===== config.mk =====
export PLATFORM = sky130hd
export DESIGN_NAME = heap_sort_engine
export DESIGN_NICKNAME = d
export VERILOG_FILES = /design/src/rtl/core/hse_pkg.sv /design/src/rtl/core/hse_ram.sv /design/src/rtl/core/hse_sort.sv /design/src/rtl/core/heap_sort_engine.sv
export SDC_FILE = /design/constraint.sdc
export NUM_CORES = 2
export LEC_CHECK = 0
export ABC_AREA = 1
export BUFFER_PORTS_ARGS = -buffer_cell sky130_fd_sc_hd__buf_2
export CELL_PAD_IN_SITES_DETAIL_PLACEMENT = 0
export CELL_PAD_IN_SITES_GLOBAL_PLACEMENT = 2
export CORE_ASPECT_RATIO = 1.4
export CORE_UTILIZATION = 42
export CTS_CLUSTER_SIZE = 20
export DETAILED_ROUTE_END_ITERATION = 10
export PLACE_DENSITY = 0.84
export SYNTH_ARGS = -nofsm -noshare
export SYNTH_HDL_FRONTEND = slang
export SYNTH_SLANG_ARGS = --single-unit

===== constraint.sdc =====
create_clock -name i_clk -period 5.67 [get_ports i_clk]
set_input_delay 0.2835 -clock i_clk [delete_from_list [all_inputs] [get_ports i_clk]]
set_output_delay 0.2835 -clock i_clk [all_outputs]
set_load 0.02 [all_outputs]

===== src/rtl/core/hse_pkg.sv =====
// hse_pkg: shared constants and types of the heap sort engine
// depends on nothing; used by hse_sort, heap_sort_engine and tb_heap_sort_engine
`default_nettype none

package hse_pkg;

    // store depth and derived widths
    localparam int CAPACITY = 32;
    localparam int DW = 32;
    localparam int AW = (CAPACITY > 1) ? $clog2(CAPACITY) : 1;
    localparam int CW = $clog2(CAPACITY + 1);
    localparam int LW = AW + 1;

    typedef logic signed [DW-1:0] t_data;

    // one cycle of requests to the heap store
    typedef struct packed {
        logic          we;
        logic [AW-1:0] waddr;
        t_data         wdata;
        logic [AW-1:0] raddr_a;
        logic [AW-1:0] raddr_b;
    } t_ram_req;

endpackage

`default_nettype wire


===== src/rtl/core/hse_ram.sv =====
// hse_ram: generic store, one write port, two read ports with registered data
// depends on nothing
`default_nettype none

module hse_ram #(
    parameter int WIDTH = 32,
    parameter int DEPTH = 32,
    localparam int AW = (DEPTH > 1) ? $clog2(DEPTH) : 1
) (
    input  wire logic             i_clk,
    input  wire logic             i_we,
    input  wire logic [AW-1:0]    i_waddr,
    input  wire logic [WIDTH-1:0] i_wdata,
    input  wire logic [AW-1:0]    i_raddr_a,
    input  wire logic [AW-1:0]    i_raddr_b,
    output logic      [WIDTH-1:0] o_rdata_a,
    output logic      [WIDTH-1:0] o_rdata_b
);

    logic [WIDTH-1:0] r_mem [DEPTH];

    always_ff @(posedge i_clk) begin
        if (i_we) begin
            r_mem[i_waddr] <= i_wdata;
        end
        o_rdata_a <= r_mem[i_raddr_a];
        o_rdata_b <= r_mem[i_raddr_b];
    end

endmodule

`default_nettype wire


===== src/rtl/core/hse_sort.sv =====
// hse_sort: heap build and extraction sequencer around one signed compare unit
// depends on hse_pkg; drives the heap store through a t_ram_req
`default_nettype none

module hse_sort (
    input  wire logic                  i_clk,
    input  wire logic                  i_rst_n,
    input  wire logic                  i_start,
    input  wire logic [hse_pkg::CW-1:0] i_len,
    input  wire hse_pkg::t_data         i_rdata_a,
    input  wire hse_pkg::t_data         i_rdata_b,
    output hse_pkg::t_ram_req           o_req,
    output logic                        o_done
);

    typedef enum logic [6:0] {
        S_IDLE    = 7'b0000001,
        S_FETCH   = 7'b0000010,
        S_LATCH   = 7'b0000100,
        S_DESC    = 7'b0001000,
        S_CMP     = 7'b0010000,
        S_SWAP_RD = 7'b0100000,
        S_SWAP_WR = 7'b1000000
    } t_state;

    t_state                  r_state, n_state;
    logic                    r_build, n_build;
    logic                    r_done, n_done;
    logic [hse_pkg::CW-1:0]  r_len, n_len;
    logic [hse_pkg::AW-1:0]  r_start, n_start;
    logic [hse_pkg::AW-1:0]  r_p, n_p;
    hse_pkg::t_data          r_val, n_val;

    logic [hse_pkg::LW-1:0]  w_left;
    logic [hse_pkg::LW-1:0]  w_right;
    logic [hse_pkg::LW-1:0]  w_len_ext;
    logic                    w_has_left;
    logic                    w_has_right;
    logic                    w_right_big;
    logic                    w_move;
    logic                    w_finish;
    hse_pkg::t_data          w_child;
    logic [hse_pkg::AW-1:0]  w_child_idx;
    logic [hse_pkg::AW-1:0]  w_last;

    // children of the hole
    assign w_left      = {r_p, 1'b1};
    assign w_right     = w_left + hse_pkg::LW'(1);
    assign w_len_ext   = hse_pkg::LW'(r_len);
    assign w_has_left  = w_left < w_len_ext;
    assign w_has_right = w_right < w_len_ext;

    // the shared compare unit
    assign w_right_big = w_has_right && (i_rdata_b > i_rdata_a);
    assign w_child     = w_right_big ? i_rdata_b : i_rdata_a;
    assign w_child_idx = w_right_big ? w_right[hse_pkg::AW-1:0] : w_left[hse_pkg::AW-1:0];
    assign w_move      = w_child > r_val;

    assign w_last = hse_pkg::AW'(r_len - hse_pkg::CW'(1));

    always_comb begin
        n_state       = r_state;
        n_build       = r_build;
        n_done        = 1'b0;
        n_len         = r_len;
        n_start       = r_start;
        n_p           = r_p;
        n_val         = r_val;
        w_finish      = 1'b0;
        o_req.we      = 1'b0;
        o_req.waddr   = r_p;
        o_req.wdata   = r_val;
        o_req.raddr_a = r_p;
        o_req.raddr_b = w_right[hse_pkg::AW-1:0];

        unique case (r_state)
            S_IDLE: begin
                if (i_start) begin
                    n_len   = i_len;
                    n_build = 1'b1;
                    if (i_len > hse_pkg::CW'(1)) begin
                        n_start = hse_pkg::AW'((i_len >> 1) - hse_pkg::CW'(1));
                        n_p     = hse_pkg::AW'((i_len >> 1) - hse_pkg::CW'(1));
                        n_state = S_FETCH;
                    end else begin
                        n_done = 1'b1;
                    end
                end
            end
            S_FETCH: begin
                o_req.raddr_a = r_p;
                n_state       = S_LATCH;
            end
            S_LATCH: begin
                n_val   = i_rdata_a;
                n_state = S_DESC;
            end
            S_DESC: begin
                o_req.raddr_a = w_left[hse_pkg::AW-1:0];
                o_req.raddr_b = w_right[hse_pkg::AW-1:0];
                if (w_has_left) begin
                    n_state = S_CMP;
                end else begin
                    o_req.we    = 1'b1;
                    o_req.waddr = r_p;
                    o_req.wdata = r_val;
                    w_finish    = 1'b1;
                end
            end
            S_CMP: begin
                o_req.we    = 1'b1;
                o_req.waddr = r_p;
                if (w_move) begin
                    o_req.wdata = w_child;
                    n_p         = w_child_idx;
                    n_state     = S_DESC;
                end else begin
                    o_req.wdata = r_val;
                    w_finish    = 1'b1;
                end
            end
            S_SWAP_RD: begin
                o_req.raddr_a = '0;
                o_req.raddr_b = w_last;
                n_state       = S_SWAP_WR;
            end
            S_SWAP_WR: begin
                o_req.we    = 1'b1;
                o_req.waddr = w_last;
                o_req.wdata = i_rdata_a;
                n_val       = i_rdata_b;
                n_len       = r_len - hse_pkg::CW'(1);
                n_p         = '0;
                n_state     = S_DESC;
            end
            default: begin
                n_state = S_IDLE;
            end
        endcase

        // sift-down ended: next build node, next extraction or done
        if (w_finish) begin
            if (r_build) begin
                if (r_start == '0) begin
                    n_build = 1'b0;
                    n_state = S_SWAP_RD;
                end else begin
                    n_start = r_start - hse_pkg::AW'(1);
                    n_p     = r_start - hse_pkg::AW'(1);
                    n_state = S_FETCH;
                end
            end else if (r_len > hse_pkg::CW'(1)) begin
                n_state = S_SWAP_RD;
            end else begin
                n_done  = 1'b1;
                n_state = S_IDLE;
            end
        end
    end

    always_ff @(posedge i_clk) begin
        if (!i_rst_n) begin
            r_state <= S_IDLE;
            r_build <= 1'b0;
            r_done  <= 1'b0;
        end else begin
            r_state <= n_state;
            r_build <= n_build;
            r_done  <= n_done;
        end
    end

    always_ff @(posedge i_clk) begin
        r_len   <= n_len;
        r_start <= n_start;
        r_p     <= n_p;
        r_val   <= n_val;
    end

    assign o_done = r_done;

endmodule

`default_nettype wire


===== src/rtl/core/heap_sort_engine.sv =====
// heap_sort_engine: top level, load and emit control, output register, store
// depends on hse_pkg, hse_ram and hse_sort
`default_nettype none

// Collects signed 32-bit values, one per input transfer, into a 32-entry
// store until a transfer with tlast high arrives; that transfer is part of
// the set. Values beyond 32 are dropped and every result of that set then
// carries tuser high. The set is heap sorted in place and returned in
// ascending signed order, one output transfer per stored value, tlast on the
// last one. Loading takes one transfer per cycle while tvalid is high. After
// tlast the input is not ready until the last result is in the output
// register. Each sift-down level of the sort is one store read and one
// compare-and-write, through the single shared compare unit and the
// registered store read. Each result is read from the store and then
// loaded into the output register, which waits while the consumer stalls.
// The output register lets the next set start loading while the last
// result still waits.

module heap_sort_engine (
    input  wire logic               i_clk,
    input  wire logic               i_rst_n,
    // input stream
    input  wire logic               i_s_tvalid,
    output logic                    o_s_tready,
    input  wire logic signed [31:0] i_s_tdata,   // [31:0] value
    input  wire logic               i_s_tlast,   // end_of_set
    // output stream
    output logic                    o_m_tvalid,
    input  wire logic               i_m_tready,
    output logic signed [31:0]      o_m_tdata,   // [31:0] sorted_value
    output logic                    o_m_tlast,   // final_res
    output logic                    o_m_tuser    // [0] overflow
);

    typedef enum logic [3:0] {
        ST_LOAD    = 4'b0001,
        ST_SORT    = 4'b0010,
        ST_EMIT_RD = 4'b0100,
        ST_EMIT_LD = 4'b1000
    } t_state;

    t_state                  r_state, n_state;
    logic [hse_pkg::CW-1:0]  r_count, n_count;   // values stored in this set
    logic                    r_drop, n_drop;     // a value of this set was dropped
    logic [hse_pkg::AW-1:0]  r_k, n_k;           // next result index
    logic                    r_ovalid;
    hse_pkg::t_data          r_odata;
    logic                    r_olast;
    logic                    r_ouser;

    logic                    w_in_xfer;
    logic                    w_full;
    logic [hse_pkg::CW-1:0]  w_len;
    logic                    w_slot_free;
    logic                    w_last_k;
    logic                    w_emit_load;
    logic                    w_sort_start;
    logic                    w_sort_done;
    hse_pkg::t_ram_req       w_sort_req;
    hse_pkg::t_ram_req       w_req;
    hse_pkg::t_data          w_rdata_a;
    hse_pkg::t_data          w_rdata_b;

    assign o_s_tready = (r_state == ST_LOAD);
    assign w_in_xfer  = i_s_tvalid && o_s_tready;
    assign w_full     = (r_count == hse_pkg::CW'(hse_pkg::CAPACITY));
    // set length including the closing transfer, unless it is dropped
    assign w_len      = w_full ? r_count : (r_count + hse_pkg::CW'(1));

    assign w_sort_start = w_in_xfer && i_s_tlast;

    // output register can take a result now or when the waiting one leaves
    assign w_slot_free = !r_ovalid || i_m_tready;
    assign w_last_k    = (hse_pkg::CW'(r_k) + hse_pkg::CW'(1)) == r_count;
    assign w_emit_load = (r_state == ST_EMIT_LD) && w_slot_free;

    always_comb begin
        n_state = r_state;
        n_count = r_count;
        n_drop  = r_drop;
        n_k     = r_k;
        unique case (r_state)
            ST_LOAD: begin
                if (w_in_xfer) begin
                    n_count = w_len;
                    n_drop  = r_drop || w_full;
                    n_k     = '0;
                    if (i_s_tlast) begin
                        n_state = ST_SORT;
                    end
                end
            end
            ST_SORT: begin
                if (w_sort_done) begin
                    n_state = ST_EMIT_RD;
                end
            end
            ST_EMIT_RD: begin
                n_state = ST_EMIT_LD;
            end
            ST_EMIT_LD: begin
                if (w_slot_free) begin
                    if (w_last_k) begin
                        // set done; the next set may load behind the last result
                        n_count = '0;
                        n_drop  = 1'b0;
                        n_k     = '0;
                        n_state = ST_LOAD;
                    end else begin
                        n_k     = r_k + hse_pkg::AW'(1);
                        n_state = ST_EMIT_RD;
                    end
                end
            end
            default: begin
                n_state = ST_LOAD;
            end
        endcase
    end

    // store port: sorter owns it while sorting, load/emit otherwise
    always_comb begin
        if (r_state == ST_SORT) begin
            w_req = w_sort_req;
        end else begin
            w_req.we      = w_in_xfer && !w_full;
            w_req.waddr   = r_count[hse_pkg::AW-1:0];
            w_req.wdata   = i_s_tdata;
            w_req.raddr_a = r_k;
            w_req.raddr_b = r_k;
        end
    end

    always_ff @(posedge i_clk) begin
        if (!i_rst_n) begin
            r_state  <= ST_LOAD;
            r_count  <= '0;
            r_drop   <= 1'b0;
            r_k      <= '0;
            r_ovalid <= 1'b0;
        end else begin
            r_state <= n_state;
            r_count <= n_count;
            r_drop  <= n_drop;
            r_k     <= n_k;
            if (w_emit_load) begin
                r_ovalid <= 1'b1;
            end else if (i_m_tready) begin
                r_ovalid <= 1'b0;
            end
        end
    end

    // result payload
    always_ff @(posedge i_clk) begin
        if (w_emit_load) begin
            r_odata <= w_rdata_a;
            r_olast <= w_last_k;
            r_ouser <= r_drop;
        end
    end

    assign o_m_tvalid = r_ovalid;
    assign o_m_tdata  = r_odata;
    assign o_m_tlast  = r_olast;
    assign o_m_tuser  = r_ouser;

    hse_ram #(
        .WIDTH (hse_pkg::DW),
        .DEPTH (hse_pkg::CAPACITY)
    ) u_store (
        .i_clk     (i_clk),
        .i_we      (w_req.we),
        .i_waddr   (w_req.waddr),
        .i_wdata   (w_req.wdata),
        .i_raddr_a (w_req.raddr_a),
        .i_raddr_b (w_req.raddr_b),
        .o_rdata_a (w_rdata_a),
        .o_rdata_b (w_rdata_b)
    );

    hse_sort u_sort (
        .i_clk     (i_clk),
        .i_rst_n   (i_rst_n),
        .i_start   (w_sort_start),
        .i_len     (w_len),
        .i_rdata_a (w_rdata_a),
        .i_rdata_b (w_rdata_b),
        .o_req     (w_sort_req),
        .o_done    (w_sort_done)
    );

endmodule

`default_nettype wire


* Yosys cells after proc, flatten, opt, wreduce, memory -nomap -nowiden
Memories as Yosys holds them, arrays and structs flattened. A register that Yosys moved wholly into a read port is not among the register bits. Index checks and enable logic that the tools add are counted. W data, S select, Z words.
Storage, ports and cells: memories kept 1, RAM bits 1024, register bits after elaboration 108, output and inout port bits 36, logic and storage cells 142
Memories:
- u_store.r_mem | depth 32, width 32, rd ports 2, clocked after Yosys merged registers in 2, wr ports 1, line hse_ram.sv:20 | logic [WIDTH-1:0] r_mem [DEPTH];
Operators by class: muxes and demuxes 70, order comparisons 6, $add $sub $neg 7, reduce and logical (&&, ||, !) cells 20, equality and inequality tests 23
Operator list (count):
- $pmux W38 S3 | 1
- $mux W5 | 17
- $gt A32 B32 Y1 | 2
- $mux W32 | 2
- $pmux W32 S2 | 1
- $mux W48 | 1
- $mux W6 | 7
- $mux W7 | 6
- $pmux W7 S6 | 1
- $mux W38 | 1
- $pmux W6 S2 | 2
- $mux W1 | 20
- $pmux W5 S2 | 2
- $mux W4 | 4
- $pmux W4 S4 | 1
- $pmux W5 S3 | 1
- $add A6 B1 Y6 const B | 2
- $gt A6 B1 Y1 const B | 2
- $lt A6 B6 Y1 | 2
- $ne A3 B1 Y1 const B | 4
- $reduce_and A4 Y1 | 3
- $sub A5 B1 Y5 const B | 2
- $ne A2 B1 Y1 const B | 4
- $reduce_bool A2 Y1 | 4
- other kinds (26) | 34

* Longest topological paths before layout
depth in word-level cells 10, depth in mapped cells 40

* Modules after synthesis
A second synthesis with hierarchy kept.
Second synthesis, totals: cell total of the unflattened synthesis 7270, area, all modules 62530.0 um^2
Modules (own cells, without submodules):
- hse_ram | seq. area each 32030.7 um^2, area each 53806.6 um^2, cells an instance 5999, times used 1
- hse_sort | seq. area each 1521.5 um^2, area each 6053.3 um^2, cells an instance 915, times used 1
- heap_sort_engine | seq. area each 1361.3 um^2, area each 2670.1 um^2, cells an instance 356, times used 1

* Least setup slack after synthesis
Ideal clock, no wire load.
path kind reg-to-reg, from register u_sort.r_p[1] (netlist name), to memory u_store.r_mem[0][22], data pin, library setup time 0.271 ns, cell stages (with the launch flop) 30, path slack 1.137 ns, period minus slack after synthesis 4.533 ns, arrival time 4.262 ns, buffers on the path 3, cells stage by stage dfxtp_1 ha_1 xor2_1 ha_1 nand2_1 nand2_1 nand2_1 nand2_1 a21oi_2 nand3_1 buf_2 buf_2 nand2_1 o21ai_1 ha_1 nand2_1 nor2_1 nand4_1 nor3b_1 nand2_1 nand2_1 nand2_1 nand3_1 nand2_1 clkbuf_1 o21ai_0 inv_1 nand3_1 nand2_1 inv_1
On the way: word-level cells in the longest chain between the ends 8
Ends and longest elaborated chain:
- from (decl) | line hse_sort.sv:31 | logic [hse_pkg::AW-1:0] r_p, n_p;
- from (signal assigned) | line hse_sort.sv:176 | r_p <= n_p;
- $add A6 B1 Y6 (*) | line hse_sort.sv:48 | assign w_right = w_left + hse_pkg::LW'(1);
- $lt A6 B6 Y1 (*) | line hse_sort.sv:51 | assign w_has_right = w_right < w_len_ext;
- $logic_and A1 B1 Y1 (*) | line hse_sort.sv:54 | assign w_right_big = w_has_right && (i_rdata_b > i_rdata_a);
- $mux W32 (*) | line hse_sort.sv:55 | assign w_child = w_right_big ? i_rdata_b : i_rdata_a;
- $gt A32 B32 Y1 | line hse_sort.sv:57 | assign w_move = w_child > r_val;
- $mux W32 (*) | line hse_sort.sv:113 | if (w_move) begin
- $pmux W38 S3 (*) | line hse_sort.sv:76 | unique case (r_state)
- $mux W48 (*) | line heap_sort_engine.sv:123 | if (r_state == ST_SORT) begin
- via u_store.i_wdata[22] | line hse_ram.sv:13 | input wire logic [WIDTH-1:0] i_wdata,
- to (decl) | line hse_ram.sv:20
Mark *: on every way through the listed nets, which the timed path passes. The rest lies on a longest branch.

* Worst setup path in the final report
from register u_store.o_rdata_a[23] (read register of u_store.r_mem), to memory u_store.r_mem[15][3], data pin
On the way: word-level cells in the longest chain between the ends 7
Ends and longest elaborated chain:
- from (decl) | line hse_ram.sv:16 | output logic [WIDTH-1:0] o_rdata_a,
- $gt A32 B32 Y1 | line hse_sort.sv:54
- $logic_and A1 B1 Y1 | line hse_sort.sv:54
- $mux W32 (*) | line hse_sort.sv:55
- $gt A32 B32 Y1 | line hse_sort.sv:57
- $mux W32 (*) | line hse_sort.sv:113
- $pmux W38 S3 (*) | line hse_sort.sv:76
- $mux W48 (*) | line heap_sort_engine.sv:123
- via u_store.i_wdata[3] | line hse_ram.sv:13
Marks and branches as above.

==> flow_summary.yaml <==
run_status:
  status: "completed"
worst_setup_path:
  startpoint_type: "flop"
  path_max_fanout: 45
  timing.rr.end: "u_store.r_mem[15][3]$_DFFE_PP_"
  required_ns: 6.18
  slowest_delay_ns: 0.35
  crit_top_cell: "nand2_1"
  critPathKind: "reg2reg"
  rrSetupSlack_ns: 0.43
  worstSetupStartpoint: "u_store.o_rdata_a[23]$_DFF_P_"
  worst_setup_path_end_kind: "flop"
  cp_slowest_cell: "o21ai_0"
  crit_arrival_ns: 5.75
  ff2ff_path_depth: 28
  r2r_start: "u_store.o_rdata_a[23]$_DFF_P_"
  cp-endpoint: "u_store.r_mem[15][3]$_DFFE_PP_"
sta:
  worstMarginPinSlew_ns: 1.17
  setup_viol: 0
  final-hold-violation-count: 0
  period_share: 0.925
  finalMaxSlewViolations: 0
  fin_ws_ns: 0.428
  tns_ns: 0
  finClkSkew_ns: 0.0372
  rsz0062_at_grt: "no"
  fmax_mhz: 191
  slew_headroom: 0.213
  fin_crit_ns: 5.24
detailed_routing:
  drt_first_pass_iters: 9
  avgViaCountPerCell: 6.17
  postRouteAntennaNets: 0
  vias: 52374
  drc: 0
  drtIter0Drc: 6693
  routed_wl_um: 246000
  wire_per_inst_um: 28.9
synthesis:
  async_reset_ff_frac: 0
  ys_ff_latch: 1196
  synth_ff_type: "edfxtp_1"
  yosysTopAreaCell: "edfxtp_1"
  syn_area_per_cell_um2: 9.51
  synth_cells: 6539
  synth_edf_count: 1096
  synth_area_mm2: 0.0622
  ys_top_cells_by_area: "edfxtp_1 (53%), nand3_1 (9.6%), o211ai_1 (9.2%)"
  synthDominantCellAreaShare: 0.530
  ys_seq_area_frac: 0.562
  synth_fp_nets: 6658
  yosys_warnings: 0
  synth.distinct_cells: 52
global_routing:
  grt_pass1_wl_um: 350000
  track_usage: 0.322
  grt-ovfl-total: 0
  grt_max_degree: 139
  grt_pass1_vias: 50062
  antenna_found_initial: 15
final_layout:
  layout-drive-gt1-share: 0.0934
  syn_to_final_growth_pct: 11.8
  final_common_cell: "nand2_1"
  nNetsFinal: 6575
  utilization: 0.475
  final_cell_mix: "nand2_1 (1322), nand3_1 (1185), edfxtp_1 (1096)"
floorplan:
  die_w_um: 327
  die-area_mm2: 0.150
  die_y_um: 457
  initial_utilization: 0.424
  rows: 166
  coreArea_mm2: 0.146
  io_pins: 73
place:
  gp_congestion: 0.925
  dp_hpwl_um: 132000
  dp_slack_ns: 0.261
  portBuffers: 72
clock_tree:
  clkTransAtPathRegs_ns: 0.06
  cts_tree: "built"
  cts_buffers: 120
  cts_buffer_depth: 3
  clock_sinks: 1196
  worstSkewPairLatency_ns: 0.80
  root_buffer: "clkbuf_16"
  h-tree-depth: 3
pwr:
  p_total_uw: 22400
  ir_drop_uv: 259
  p_leak_uw: 0.0256
  power_density_mw_per_mm2: 323
worst_hold_path:
  hold_path.class: "in2reg"
  worstHoldStart: "i_s_tvalid"
flow_run:
  maxCapViolations: 0
## power by group
group | internal [uW] | switching, uW | leakage (uW)
Sequential | 10000 | 214 | 0.0107
Clock | 4460 | 3640 | 0.00192
Combinational | 1290 | 2790 | 0.0130
Total | 15800 | 6650 | 0.0256
## stage by stage
| step | hold slack (ns) | cells | instance area (um^2) |
|---|---|---|---|
| floorplan | 0.367 | 6539 | 62200 |
| global placement | 0.425 | 8251 | 65400 |
| detailed placement | 0.430 | 8251 | 65400 |
| CTS | 0.0479 | 8480 | 69300 |
| global route | 0.125 | 8494 | 69500 |
| finish | 0.0854 | 8495 | 69500 |
## cell usage after synthesis (3+ instances only)
| cell | number |
|---|---|
| edfxtp_1 | 1096 |
| dfxtp_1 | 100 |
| ha_1 | 82 |
| inv_2 | 14 |
| buf_1 | 34 |
| nand2_2 | 5 |
| o21ai_1 | 30 |
| nand4_1 | 27 |
| nor3_1 | 7 |
| xnor2_1 | 5 |
| nor2_1 | 143 |
| or2_2 | 54 |
| buf_2 | 276 |
| a31oi_1 | 4 |
| nand3_1 | 1186 |
| o211ai_1 | 758 |
| clkbuf_1 | 160 |
| o21ai_0 | 309 |
| or2_0 | 193 |
| a211oi_1 | 9 |
| buf_6 | 15 |
| o21bai_1 | 3 |
| o21a_1 | 7 |
| xor2_1 | 16 |
| inv_1 | 543 |
| a21oi_1 | 86 |
| nand2_1 | 1325 |
| and2_1 | 5 |
| nor2_2 | 3 |
| buf_4 | 12 |
## worst min path at each step
stage	to	depth (start not counted)
finish	r_state[0]$_SDFFE_PN1P_	5
global route	r_state[1]$_SDFFE_PN0P_	3
CTS	r_state[0]$_SDFFE_PN1P_	5
detailed placement	o_m_tuser$_DFFE_PP_	0
global placement	o_m_tuser$_DFFE_PP_	0
floorplan	r_state[0]$_SDFFE_PN1P_	1
## worst max-delay path, delay by kind of cell (launching register included)
| family | cells | cell delay, ns |
|---|---|---|
| AND/OR/NAND/NOR | 16 | 2.32 |
| buffers and inverters | 6 | 0.92 |
| AO/OA/AOI/OAI | 4 | 0.74 |
| adder cells (fa/ha/maj) | 2 | 0.60 |
| flip-flops | 1 | 0.33 |
## flip-flops by register name (all words and copies together), names as in the netlist
name and flops:
u_sort.r_len 6, o_m_tvalid 1, u_sort.r_start 5, u_store.o_rdata_a 32
o_m_tlast 1, u_sort.r_p 5, o_m_tdata 32, u_sort.o_done 1
u_sort.r_val 32, u_store.r_mem 1024, r_count 6, u_store.o_rdata_b 32
r_k 5, u_sort.r_state 7, o_m_tuser 1, u_sort.r_build 1
r_drop 1, r_state 4
## logic make-up (layout without fill, tap and decap cells)
group,Yosys count,after routing,synth area share
xor gates and xnor gates,21,21,0.00296
adders and majority gates,82,82,0.0165
DFF,1196,1196,0.562
other,0,3,0
and+or+nand+nor,2964,2964,0.217
AOI/OAI and AO/OA,1217,1217,0.130
muxes,1,1,0.000161
buffers and inverters,1058,1079,0.0720
## routing by layer
layer,part of all wire,GRT usage,up-vias
met2,0.46,0.518,2906
met3,0.095,0.0525,605
met1,0.39,0.421,25742
met5,0.000094,0,-
met4,0.050,0.156,4
li1,-,-,23117
## what timing repair did
item,4_1_cts,5_1_grt
buffers inserted,0,8
gates resized for setup,0,14
hold buffers,3,0
endpoints found under the setup margin,0,467
endpoints found under the hold margin,10,0
## cell type report
| class | instances | area (um^2) |
|---|---|---|
| fillers | 13593 | 76900 |
| well taps | 1932 | 2420 |
| clock buffers | 144 | 3200 |
| clock inverters | 82 | 692 |
| repair buffers | 290 | 2910 |
| inverters | 559 | 2150 |
| multi-input cells | 4285 | 23200 |
| flip-flops and latches | 1196 | 34900 |
| diodes | 3 | 7.51 |
| repair inverters | 4 | 30.0 |
(Power assumes the default switching activity.)
